## config.mk

```make
export PLATFORM = sky130hd
export DESIGN_NAME = pfht_ram
export DESIGN_NICKNAME = d
export VERILOG_FILES = /design/src/rtl/core/pfht_ram.sv
export SDC_FILE = /design/constraint.sdc
export NUM_CORES = 1
export LEC_CHECK = 0
export BUFFER_PORTS_ARGS = -buffer_cell sky130_fd_sc_hd__buf_4
export CORE_AREA = 2 2 195 197
export DETAILED_ROUTE_END_ITERATION = 8
export DIE_AREA = 0 0 197 199
export GPL_ROUTABILITY_DRIVEN = 0
export MAX_ROUTING_LAYER = met4
export PLACE_DENSITY_LB_ADDON = 0.3
export SLEW_MARGIN = 20
export SYNTH_ARGS = -nofsm -noshare
export SYNTH_HDL_FRONTEND = slang
export SYNTH_SLANG_ARGS = --single-unit
```

## constraint.sdc

```tcl
create_clock -name clk -period 4.4 [get_ports clk]
set_input_delay 0.44 -clock clk [delete_from_list [all_inputs] [get_ports clk]]
set_output_delay 0.44 -clock clk [all_outputs]
set_load 0.01 [all_outputs]
```

## src/rtl/core/pfht_ram.sv

```systemverilog
`default_nettype none
module pfht_ram #(
  parameter int DEPTH = 64,
  parameter int WIDTH = 8
) (
  input  wire logic                     clk,
  input  wire logic                     we,
  input  wire logic [$clog2(DEPTH)-1:0] waddr,
  input  wire logic [WIDTH-1:0]         wdata,
  input  wire logic [$clog2(DEPTH)-1:0] raddr,
  output logic      [WIDTH-1:0]         rdata
);
  logic [WIDTH-1:0] mem [DEPTH];
  always_ff @(posedge clk) begin
    if (we) mem[waddr] <= wdata;
    rdata <= mem[raddr];
  end
endmodule
`default_nettype wire

```

==> flow_metrics.py <==
metrics = {
    "status": {
        "status": "finished, final reports clean",
    },
    "yosys": {
        "yosysSeqAreaShare_pct": 77.0,
        "ys_warn_count": 0,
        "avgSynthCellArea_um2": 21.5,
        "synth_cells": 940,
        "ys_types": 40,
        "synth_fp_nets": 962,
        "synth-seq-cells": 520,
        "synth_area_mm2": 0.0202,
    },
    "clock_tree": {
        "hold_buffers": 0,
        "cts_root_buffer": "clkbuf_16",
        "worstSkewPairLatency_ns": 0.57,
        "clock_sinks": 520,
        "cts_tree": "built",
        "cts_resized": 0,
        "postCtsSetupBuffers": 0,
        "numCtsBuffers": 50,
        "clockBufferDepth": 3,
        "cts.htree.levels": 2,
        "clk_pin_slew_ns": 0.06,
    },
    "final_layout": {
        "layout.nets": 1002,
        "fill_cells": 2558,
        "seqCellArea_mm2": 0.0155,
        "design_area_mm2": 0.0224,
        "multi_input_area_mm2": 0.00432,
        "postLayoutCoreUtil_pct": 60.3,
        "final_common_cell": "edfxtp_1",
        "syn_to_final_growth_pct": 11.1,
        "stdcell_count": 1489,
        "final_cell_mix": "edfxtp_1 (512), mux4_2 (126), nor2_1 (83)",
        "drive_above_1_share_pct": 24.9,
    },
    "power_and_ir_drop": {
        "switching_power_mw": 2.06,
        "p_clk_share_pct": 41.8,
        "p_leak_nw": 6.96,
        "p_int_mw": 8.24,
        "peakVddDrop_mv": 0.275,
        "switching_share_pct": 20.0,
        "total_power_mw": 10.3,
        "power_frac_comb_pct": 4.8,
        "p_per_area_mw_per_mm2": 460,
        "power.share.sequential_pct": 53.4,
    },
    "timing": {
        "finalHoldWorstSlack_ns": 0.214,
        "finClkSkew_ns": 0.0200,
        "rsz0062_at_grt": "no",
        "tightest_slew_ns": 1.03,
        "setup-tns-final_ns": 0,
        "relSlewSlack_pct": 31.3,
        "report.final.slew_viol_count": 0,
        "setup_viol": 0,
        "period_share_pct": 57.1,
        "fin_crit_ns": 2.51,
        "layout_setup_ws_ns": 1.89,
        "final_hold_viol_count": 0,
        "max_freq_ghz": 0.398,
    },
    "route": {
        "finalWirelength_um": 42300,
        "drt-pass1-iter-count": 5,
        "wl_met2_um": 20300,
        "drt_iter0_markers": 1086,
        "wl_met3_um": 3510,
        "wl_per_cell_um": 28.4,
        "drcViolationCount": 0,
        "vias": 9354,
        "wl_met1_um": 17600,
        "highest_layer": "met4",
        "postRouteAntennaNets": 0,
        "viasPerCell": 6.28,
    },
    "floorplan": {
        "pin_count": 30,
        "die-area_mm2": 0.0392,
        "initial_core_util_pct": 54.3,
        "rows": 71,
        "die_h_um": 199,
        "core_area_mm2": 0.0371,
        "die_w_um": 197,
    },
    "worst_setup_path": {
        "reg2reg_depth": 4,
        "required_ns": 4.85,
        "path_class": "input port to flip-flop",
        "critPathMaxFanout": 59,
        "end_kind": "flip-flop",
        "arrival_ns": 2.96,
        "ff2ff_setup_slack_ns": 2.31,
        "rr_endpoint": "rdata[2]",
        "r2r-start": "mem[47][2]",
        "critPathLaunchType": "input port",
    },
    "placement": {
        "port_buffers": 29,
        "dp_hpwl_um": 24900,
        "placed_cell_area_mm2": 0.0208,
        "place_inst": 1402,
        "preCtsSetupSlack_ns": 1.30,
    },
    "flow_run": {
        "drv_cap": 0,
    },
    "global_route": {
        "antenna_found_initial": 1,
        "grtUsageTotal_pct": 23.2,
        "grt_remaining_overflow": 0,
        "grt_pass1_vias": 9487,
        "grt_max_degree": 72,
        "grt_pass1_wl_um": 63000,
    },
    "min_path": {
        "hold_path_depth": 2,
        "hold_end": "rdata[5]",
        "min_from": "raddr[5]",
        "hold_class": "input port to flip-flop",
    },
}
how the worst max path moves through the flow:
stage | to | startpoint | slack (ns) | depth (start not counted)
4_1_cts | rdata[6] | raddr[0] | 1.89 | 6
5_1_grt | rdata[6] | raddr[0] | 1.76 | 6
3_5_place_dp | rdata[6] | raddr[0] | 1.30 | 6
2_1_floorplan | rdata[3] | raddr[1] | 2.29 | 7
6_report | rdata[0] | raddr[1] | 1.89 | 7
3_3_place_gp | rdata[7] | raddr[0] | 1.28 | 6
logic make-up after synthesis:
group           Yosys count  share of synthesized area [%]
simple gates            153                           3.39
buf+inv                  51                           1.57
flops                   520                           77.0
mux                     162                           15.9
compound gates           54                           2.07
metal layers:
layer	track usage, %	up-vias
met3	4.90	75
met5	-	-
met4	6.52	0
met2	35.2	386
li1	-	4007
met1	32.6	4886
power groups by stage:
| stage | Sequential, mW | Clock (mW) | Combinational (mW) |
|---|---|---|---|
| final | 5.50 | 4.31 | 0.493 |
| after global routing | 5.50 | 4.55 | 0.528 |
| after CTS | 5.50 | 4.37 | 0.499 |
| after detailed placement | 5.61 | 0 | 0.498 |
| after global placement | 5.60 | 0 | 0.489 |
| after floorplan | 5.60 | 0 | 0.292 |
worst max-delay path: stages:
cell       delay [ns]
buf_4            0.71
buf_4            0.44
mux4_2           0.36
mux4_2           0.51
nor2_1           0.14
nor3_1           0.12
o2bb2ai_1        0.15
final cells by class:
cell class | count | area share [%]
timing repair buffer | 39 | 1.39
clock buffer | 55 | 5.76
multi-input combinational | 369 | 19.3
antenna | 1 | 0.0112
tap | 474 | 2.65
clock inverter | 31 | 1.56
sequential | 520 | 69.4
registers in the layout, indices dropped and copies added, names as in the netlist:
signal and count:
mem 512, rdata 8
cells in the mapped netlist:
cell	n	area [um2]
edfxtp_1	512	15400
mux4_2	126	2840
nor2_1	83	312
mux2i_1	23	230
nand2_1	19	71.3
clkbuf_1	17	63.8
nor2b_1	14	87.6
buf_4	13	97.6
mux2_2	13	146
nand3_1	13	65.1
buf_2	11	55.1
dfxtp_1	8	160
o221ai_1	8	70.1
o22ai_1	8	50.1
nand2b_1	7	43.8
nor3_1	7	35.0
a221oi_1	6	52.6
a211oi_1	4	30.0
buf_1	4	15.0
buf_6	4	45.0
a21oi_1	3	15.0
a22oi_1	3	22.5
nand3b_1	3	22.5
o2111ai_1	3	26.3
o2bb2ai_1	3	26.3
a2111oi_0	2	17.5
buf_12	2	40.0
nand4_1	2	12.5
nor4_1	2	12.5
o21a_1	2	15.0
o21ai_0	2	10.0
o21ai_1	2	10.0
o221a_2	2	22.5
o32ai_1	2	17.5
o41ai_1	2	17.5
a31oi_1	1	6.26
and2_1	1	6.26
nand4b_1	1	8.76
o311ai_1	1	8.76
or3_1	1	6.26
Power figures use the tool's default switching activity.
